--- src/hw/rtl/wildcard_byte_pattern_scanner_core_assert.svh ---
// Assertion macros used by the wildcard byte pattern scanner report stage.
// Each macro expects clk and arst_n in the enclosing module.
`ifndef WILDCARD_BYTE_PATTERN_SCANNER_CORE_ASSERT_SVH
`define WILDCARD_BYTE_PATTERN_SCANNER_CORE_ASSERT_SVH

// same-cycle implication
`define WBPS_ASSERT_NOW(lbl, ante, cons, msg) \
	lbl: assert property (@(posedge clk) disable iff (!arst_n) (ante) |-> (cons)) \
		else $error(msg);

// next-cycle implication
`define WBPS_ASSERT_NEXT(lbl, ante, cons, msg) \
	lbl: assert property (@(posedge clk) disable iff (!arst_n) (ante) |=> (cons)) \
		else $error(msg);

`endif

--- src/hw/rtl/wbps_pkg.sv ---
// Package for the wildcard byte pattern scanner: constants, register codes
// and the structs passed between the cell row, the report stage and the top.
package wbps_pkg;

	localparam int PATTERN_MAX_DEF = 16;
	localparam int PAT_BYTES       = 16;      // configured pattern bytes
	localparam int PAT_IDX_W       = 4;
	localparam int LEN_W           = 7;       // holds lengths up to 127
	localparam int ADDR_W          = 64;
	localparam int CNT_W           = 14;
	localparam int CFG_IDX_W       = 3;
	localparam int CFG_DATA_W      = 64;
	localparam int IN_TDATA_W      = 8;
	localparam int OUT_TDATA_W     = 80;

	localparam logic [CNT_W-1:0] DEFAULT_LIMIT = CNT_W'(10000);

	typedef enum logic [CFG_IDX_W-1:0] {
		REG_PAT_LO  = 3'd0,
		REG_PAT_HI  = 3'd1,
		REG_WILD    = 3'd2,
		REG_LEN     = 3'd3,
		REG_BASE    = 3'd4,
		REG_LIMIT   = 3'd5
	} cfg_reg_t;

	typedef struct packed {
		logic [PAT_BYTES-1:0][7:0] pat;
		logic [PAT_BYTES-1:0]      wild;
		logic [LEN_W-1:0]          len;
	} cell_cfg_t;

	typedef struct packed {
		logic              hit;
		logic              last;
		logic [ADDR_W-1:0] start;
	} s1_item_t;

endpackage

--- src/hw/rtl/wbps_cell.sv ---
// One window position of the scanner: holds a history byte, passes it on,
// and checks its compare byte against the aligned pattern byte. Uses wbps_pkg.
module wbps_cell #(
	parameter int POS = 0
) (
	input  logic                   clk,
	input  logic                   step,
	input  logic [7:0]             byte_in,
	input  wbps_pkg::cell_cfg_t    cfg,
	output logic [7:0]             byte_out,
	output logic                   hit
);
	import wbps_pkg::*;

	logic [7:0]       byte_q;
	logic [LEN_W-1:0] kk;
	logic             active;
	logic             in_pat;
	logic             eq;

	always_ff @(posedge clk) begin
		if (step) begin
			byte_q <= byte_in;
		end
	end

	assign byte_out = byte_q;

	// pattern byte kk lines up with this position
	assign kk     = cfg.len - LEN_W'(POS) - LEN_W'(1);
	assign active = LEN_W'(POS) < cfg.len;
	assign in_pat = kk < LEN_W'(PAT_BYTES);
	assign eq     = byte_in == cfg.pat[kk[PAT_IDX_W-1:0]];

	always_comb begin
		if (!active) begin
			hit = 1'b1;
		end else if (in_pat) begin
			hit = cfg.wild[kk[PAT_IDX_W-1:0]] | eq;
		end else begin
			hit = byte_in == 8'h00;
		end
	end

endmodule

--- src/hw/rtl/wbps_report.sv ---
// Report stage: applies the per-region result limit, counts matches, forms the
// match address and holds the output register. Uses wbps_pkg and the assert macros.
`include "wildcard_byte_pattern_scanner_core_assert.svh"

module wbps_report (
	input  logic                              clk,
	input  logic                              arst_n,
	input  logic                              in_valid,
	input  wbps_pkg::s1_item_t                item,
	output logic                              take,
	input  logic [wbps_pkg::ADDR_W-1:0]       region_base,
	input  logic [wbps_pkg::CNT_W-1:0]        result_limit,
	output logic                              out_valid,
	input  logic                              out_ready,
	output logic [wbps_pkg::ADDR_W-1:0]       match_address,
	output logic [wbps_pkg::CNT_W-1:0]        match_index
);
	import wbps_pkg::*;

	logic              emit;
	logic [CNT_W-1:0]  cnt_q;
	logic              out_v_q;
	logic [ADDR_W-1:0] addr_q;
	logic [CNT_W-1:0]  idx_q;

	assign emit = item.hit & (cnt_q < result_limit);
	assign take = in_valid & (!emit | !out_v_q | out_ready);

	always_ff @(posedge clk or negedge arst_n) begin
		if (!arst_n) begin
			cnt_q   <= '0;
			out_v_q <= 1'b0;
		end else begin
			if (take) begin
				if (item.last) begin
					cnt_q <= '0;
				end else if (emit) begin
					cnt_q <= cnt_q + CNT_W'(1);
				end
			end
			if (take & emit) begin
				out_v_q <= 1'b1;
			end else if (out_ready) begin
				out_v_q <= 1'b0;
			end
		end
	end

	always_ff @(posedge clk) begin
		if (take & emit) begin
			addr_q <= region_base + item.start;
			idx_q  <= cnt_q;
		end
	end

	assign out_valid     = out_v_q;
	assign match_address = addr_q;
	assign match_index   = idx_q;

	`WBPS_ASSERT_NOW(a_emit_below_limit, take && emit, cnt_q < result_limit, "match past limit")
	`WBPS_ASSERT_NEXT(a_last_clears_count, take && item.last, cnt_q == '0, "count not cleared")
	`WBPS_ASSERT_NEXT(a_count_steps, take && emit && !item.last, cnt_q == $past(cnt_q) + CNT_W'(1), "count did not advance")
	`WBPS_ASSERT_NOW(a_no_overwrite, take && emit && out_v_q, out_ready, "pending result overwritten")

endmodule

--- src/hw/rtl/wildcard_byte_pattern_scanner_core.sv ---
// Top level of the wildcard byte pattern scanner: config registers, the row of
// window cells, the match stage register and the report stage. Uses wbps_pkg.
//
//  channel   dir  handshake                  payload
//  s_axis    in   s_axis_tvalid/tready       tdata[7:0] data_byte, tlast region_last
//  m_axis    out  m_axis_tvalid/tready       tdata[63:0] address, [77:64] index
//  cfg       in   cfg_we                     cfg_index, cfg_data
//
// One byte per cycle unless input is blocked; results pass the match and output registers.
// The cell row compares the whole window against the pattern in the transfer cycle.
// Reset clears offset, fill, count and valid flags; config returns to reset values.
// A stalled result only blocks input when a further match is waiting behind it.
module wildcard_byte_pattern_scanner_core #(
	parameter int PATTERN_MAX = wbps_pkg::PATTERN_MAX_DEF
) (
	input  logic                                clk,
	input  logic                                arst_n,
	input  logic                                s_axis_tvalid,
	output logic                                s_axis_tready,
	input  logic [wbps_pkg::IN_TDATA_W-1:0]     s_axis_tdata,   // [7:0] data_byte
	input  logic                                s_axis_tlast,
	output logic                                m_axis_tvalid,
	input  logic                                m_axis_tready,
	output logic [wbps_pkg::OUT_TDATA_W-1:0]    m_axis_tdata,   // [63:0] match_address, [77:64] match_index
	input  logic                                cfg_we,
	input  logic [wbps_pkg::CFG_IDX_W-1:0]      cfg_index,
	input  logic [wbps_pkg::CFG_DATA_W-1:0]     cfg_data
);
	import wbps_pkg::*;

	localparam int FILL_W = $clog2(PATTERN_MAX + 1);

	logic [63:0]       pat_lo_q;
	logic [63:0]       pat_hi_q;
	logic [15:0]       wild_q;
	logic [4:0]        plen_q;
	logic [ADDR_W-1:0] base_q;
	logic [CNT_W-1:0]  limit_q;

	logic [ADDR_W-1:0] off_q;
	logic [FILL_W-1:0] fill_q;
	logic [FILL_W-1:0] fill_next;
	logic [LEN_W-1:0]  len_eff;
	cell_cfg_t         cell_cfg;
	logic              accept;
	logic              all_hit;
	logic              hit;

	logic [7:0]             chain [PATTERN_MAX];
	logic [PATTERN_MAX-1:0] hits;

	logic     v_s1_q;
	s1_item_t item_s1;
	logic     s1_take;

	logic [ADDR_W-1:0] match_address;
	logic [CNT_W-1:0]  match_index;

	always_ff @(posedge clk or negedge arst_n) begin
		if (!arst_n) begin
			pat_lo_q <= '0;
			pat_hi_q <= '0;
			wild_q   <= '0;
			plen_q   <= '0;
			base_q   <= '0;
			limit_q  <= DEFAULT_LIMIT;
		end else if (cfg_we) begin
			case (cfg_reg_t'(cfg_index))
				REG_PAT_LO: pat_lo_q <= cfg_data;
				REG_PAT_HI: pat_hi_q <= cfg_data;
				REG_WILD:   wild_q   <= cfg_data[15:0];
				REG_LEN:    plen_q   <= cfg_data[4:0];
				REG_BASE:   base_q   <= cfg_data;
				REG_LIMIT:  limit_q  <= cfg_data[CNT_W-1:0];
				default: ;
			endcase
		end
	end

	assign len_eff = (LEN_W'(plen_q) > LEN_W'(PATTERN_MAX)) ? LEN_W'(PATTERN_MAX)
	                                                       : LEN_W'(plen_q);
	assign cell_cfg.pat  = {pat_hi_q, pat_lo_q};
	assign cell_cfg.wild = wild_q;
	assign cell_cfg.len  = len_eff;

	assign accept    = s_axis_tvalid & s_axis_tready;
	assign fill_next = (fill_q < FILL_W'(PATTERN_MAX)) ? fill_q + FILL_W'(1) : fill_q;

	assign chain[0] = s_axis_tdata[7:0];

	for (genvar i = 0; i < PATTERN_MAX; i++) begin : g_cell
		if (i < PATTERN_MAX - 1) begin : g_mid
			wbps_cell #(.POS(i)) u_cell (
				.clk      (clk),
				.step     (accept),
				.byte_in  (chain[i]),
				.cfg      (cell_cfg),
				.byte_out (chain[i+1]),
				.hit      (hits[i])
			);
		end else begin : g_end
			wbps_cell #(.POS(i)) u_cell (
				.clk      (clk),
				.step     (accept),
				.byte_in  (chain[i]),
				.cfg      (cell_cfg),
				.byte_out (),
				.hit      (hits[i])
			);
		end
	end

	assign all_hit = &hits;
	assign hit     = (len_eff != '0) & (LEN_W'(fill_next) >= len_eff) & all_hit;

	always_ff @(posedge clk or negedge arst_n) begin
		if (!arst_n) begin
			off_q  <= '0;
			fill_q <= '0;
			v_s1_q <= 1'b0;
		end else begin
			if (accept) begin
				off_q  <= s_axis_tlast ? '0 : off_q + ADDR_W'(1);
				fill_q <= s_axis_tlast ? '0 : fill_next;
				v_s1_q <= 1'b1;
			end else if (s1_take) begin
				v_s1_q <= 1'b0;
			end
		end
	end

	always_ff @(posedge clk) begin
		if (accept) begin
			item_s1.hit   <= hit;
			item_s1.last  <= s_axis_tlast;
			item_s1.start <= off_q - (ADDR_W'(len_eff) - ADDR_W'(1));
		end
	end

	assign s_axis_tready = !v_s1_q | s1_take;

	wbps_report u_report (
		.clk           (clk),
		.arst_n        (arst_n),
		.in_valid      (v_s1_q),
		.item          (item_s1),
		.take          (s1_take),
		.region_base   (base_q),
		.result_limit  (limit_q),
		.out_valid     (m_axis_tvalid),
		.out_ready     (m_axis_tready),
		.match_address (match_address),
		.match_index   (match_index)
	);

	assign m_axis_tdata = {2'b00, match_index, match_address};

endmodule

--- config.mk ---
export PLATFORM = sky130hd
export DESIGN_NAME = wildcard_byte_pattern_scanner_core
export DESIGN_NICKNAME = d
export VERILOG_FILES = /design/src/hw/rtl/wbps_pkg.sv /design/src/hw/rtl/wbps_cell.sv /design/src/hw/rtl/wbps_report.sv /design/src/hw/rtl/wildcard_byte_pattern_scanner_core.sv
export VERILOG_INCLUDE_DIRS = /design/src /design/src/hw/rtl
export SDC_FILE = /design/constraint.sdc
export NUM_CORES = 1
export LEC_CHECK = 0
export BUFFER_PORTS_ARGS = -buffer_cell sky130_fd_sc_hd__buf_2
export CAP_MARGIN = 10
export CORE_UTILIZATION = 40
export CTS_BUF_LIST = sky130_fd_sc_hd__clkbuf_8
export DETAILED_ROUTE_END_ITERATION = 10
export PLACE_DENSITY = 0.69
export SYNTH_ARGS = -nofsm -noshare
export SYNTH_HDL_FRONTEND = slang
export SYNTH_SLANG_ARGS = --single-unit
export TNS_END_PERCENT = 20
--- constraint.sdc ---
create_clock -name clk -period 6.9 [get_ports clk]
set_input_delay 1.38 -clock clk [delete_from_list [all_inputs] [get_ports clk]]
set_output_delay 1.38 -clock clk [all_outputs]
set_load 0.01 [all_outputs]
==> impl_metrics.csv <==
group,metric,value,unit
placed_design,numPortBuffers,160,
routing,wirelength,124,mm
clocking,cts.repair.resized,0,
cells_and_area,drive_gt1_share,20.9,%
setup_path,crit_path_start,"plen_q[4]$_DFFE_PN0P_",
global_route,grt-ovfl-total,0,
cells_and_area,layout_commonest_cell,"dfrtp_1",
timing,finalHoldViolCount,0,
synth,synthArstFlopShare,54.2,%
routing,vias,30500,
setup_path,critPathBufInv,1,
timing,drv_slew,0,
routing,via_per_inst,6.06,
routing,post_drt_wl_per_cell,24.7,um
clocking,clk_latency,0.78,ns
floorplanning,core_area,96900,um2
global_route,grt_pass1_vias,28600,
placed_design,place_congestion,1.03,
pwr,power_density,386,nW/um2
global_route,grt_antenna_before_repair,3,
routing,first_iter_violations,3467,
synth,yosys_warnings,0,
setup_path,timing.rr.start,"plen_q[4]$_DFFE_PN0P_",
floorplanning,dieArea,99200,um2
clocking,cts.sinks,576,
setup_path,reg2reg_slack,1.10,ns
clocking,cts_root_buf,"clkbuf_8",
cells_and_area,area.growth.synth_to_final,10.6,%
timing,post-route-min-period,5.80,ns
synth,synth_top_area_share,20.2,%
routing,drcViolationCount,4,
pwr,leakagePower,18.1,nW
setup_path,r2r-end,"item_s1[62]$_DFFE_PP_",
timing,rsz0062_at_grt,"false",
clocking,cts_tree,"built",
timing,finalSetupViolCount,0,
clocking,htreeDepth,3,
setup_path,crit_slowest_cell,"buf_4",
global_route,grt_max_degree,139,
timing,finalSetupTns,0,ns
setup_path,critPathCaptureType,"flop",
floorplanning,row_count,114,
synth,synth-seq-cells,576,
setup_path,path_cells,"nand2b_1, ha_1, a21boi_0, nand2_2, buf_4, ha_1, a21oi_1, nor2b_1, o21ai_0, o211ai_1, a221oi_1, o21ai_0, nor2_1, o21ai_1, a31oi_1, o211ai_1, a31o_2, xor2_1",
clocking,clockBufferDepth,3,
timing,tightest_slew,1.25,ns
synth,yosysSeqAreaShare,40.2,%
setup_path,critPathCapture,"item_s1[62]$_DFFE_PP_",
global_route,grt_pass1_wl,184,mm
setup_path,start_kind,"flop",
synth,syn_avg_cell_area,11.0,um2
floorplanning,die_w,315,um
cells_and_area,final_nets,3917,
timing,min_period_over_period,84.1,%
min_path,hp-class,"flop to flop",
synth,synth_ff_type,"dfrtp_1",
timing,fmax,172,MHz
synth,synthTopCellsByArea,"edfxtp_1 20%, dfrtp_1 20%, mux4_2 8.2%",
floorplanning,fp.dieH,315,um
timing,clock_skew,0.0539,ns
clocking,numCtsBuffers,97,
placed_design,hpwlAfterDp,95.5,mm
setup_path,cpLargestDelayFamily,"compound AO/OA/AOI/OAI gates",
flow_run,cap_viol_max_count,0,
pwr,p_total,16.7,mW
setup_path,worstSetupPathType,"flop to flop",
floorplanning,ios,163,
setup_path,worstPathMaxFanout,36,
routing,ant_nets,0,
clocking,cts_hold_buf,0,
synth,netlist_instances,3551,
setup_path,cp_num_cells,18,
global_route,track_usage,24.7,%
synth,synth_edf_count,264,
floorplanning,start_util,40.5,%
setup_path,required,7.42,ns
setup_path,worstPathArrival,6.32,ns
synth,synth_top_area_cell,"edfxtp_1",
outcome,status,"finished, violations left",
setup_path,ff2ff_path_depth,18,
cells_and_area,final_cell_mix,"304 x dfrtp_1, 288 x mux2i_1, 264 x edfxtp_1",
clocking,clk_pin_slew,0.07,ns
pwr,ir_drop,0.217,mV
routing,drt_first_pass_iters,11,
timing,relSlewSlack,16.0,%
outcome,violations,"design-rule violations",
synth,synth_cell_types,96,
synth,synth_area,39200,um2
clocking,postCtsSetupRepairBufs,0,
setup_path,max_stage_delay,0.45,ns
==> layout make-up <==
class | instances | area, um2
inverter | 91 | 362
tap | 1276 | 1600
sequential | 576 | 15700
multi-input combinational | 2701 | 22400
fill | 8973 | 53500
timing repair buffer | 203 | 1160
antenna | 2 | 5.00
clock buffer | 109 | 1500
clock inverter | 73 | 614
==> synth_stat cells (58+ instances only) <==
master	number
xnor2_1	180
mux2i_1	288
dfrtp_1	307
o21ai_0	174
mux2_2	229
a21oi_1	211
xor2_1	118
mux4_2	143
nand4_1	58
nand2_1	214
nor2_1	189
a21o_1	94
edfxtp_1	264
nand3_1	71
ha_1	164
inv_1	85
clkbuf_1	107
==> flip-flops by register name (all words and copies together) (netlist names) <==
name                          flops
off_q                            64
base_q                           64
pat_lo_q                         64
u_report.match_index             14
pat_hi_q                         64
fill_q                            5
g_cell.g_mid.u_cell.byte_out    120
wild_q                           16
item_s1                          66
u_report.cnt_q                   14
v_s1_q                            1
plen_q                            5
u_report.match_address           64
u_report.out_valid                1
limit_q                          14
==> stage by stage <==
step                      std cells  utilization, %  hold WS [ns]  cell area [um2]  setup slack, ns
final                          5031            44.7         0.486            43300             1.10
after global routing           5030            44.7         0.494            43300            0.844
after CTS                      5029            44.7         0.495            43300             1.22
after detailed placement       4847            42.6         0.488            41200             1.19
after global placement         4847            42.6         0.483            41200             1.33
after floorplan                3552               -         0.448            39200            0.202
==> worst min path at each step <==
stage,from,to,slack [ns],cells past startpoint
final,g_cell[1].g_mid.u_cell.byte_out[6]$_DFFE_PP_,g_cell[2].g_mid.u_cell.byte_out[6]$_DFFE_PP_,0.49,0
after CTS,g_cell[1].g_mid.u_cell.byte_out[6]$_DFFE_PP_,g_cell[2].g_mid.u_cell.byte_out[6]$_DFFE_PP_,0.50,0
after global routing,g_cell[1].g_mid.u_cell.byte_out[6]$_DFFE_PP_,g_cell[2].g_mid.u_cell.byte_out[6]$_DFFE_PP_,0.49,0
after floorplan,g_cell[6].g_mid.u_cell.byte_out[4]$_DFFE_PP_,g_cell[7].g_mid.u_cell.byte_out[4]$_DFFE_PP_,0.45,0
after global placement,g_cell[11].g_mid.u_cell.byte_out[1]$_DFFE_PP_,g_cell[12].g_mid.u_cell.byte_out[1]$_DFFE_PP_,0.48,0
after detailed placement,g_cell[11].g_mid.u_cell.byte_out[3]$_DFFE_PP_,g_cell[12].g_mid.u_cell.byte_out[3]$_DFFE_PP_,0.49,0
==> kinds of logic after synthesis <==
kind of cell	share of synthesized area [%]
muxes	22.2
and+or+nand+nor	10.7
other	0.00957
adders and majority gates	5.39
DFF	40.2
AOI/OAI and AO/OA	11.7
xor gates and xnor gates	6.79
buffers and inverters	3.01
==> power breakdown <==
| part | internal, mW | total [mW] | switching [mW] |
|---|---|---|---|
| combinational | 3.63 | 8.58 | 4.95 |
| clock | 1.84 | 3.36 | 1.52 |
| sequential | 4.29 | 4.80 | 0.508 |
| total | 9.77 | 16.7 | 6.97 |
==> metal layers <==
metal / global-route usage [%] / part of all wire (%) / up-vias
li1: - / - / 13700
met5: 0 / 0 / -
met3: 2.99 / 7.2 / 238
met1: 34.3 / 43 / 15100
met2: 37.9 / 45 / 1419
met4: 12.5 / 5.2 / 0
Note: power is estimated with default switching activity, not from simulation.
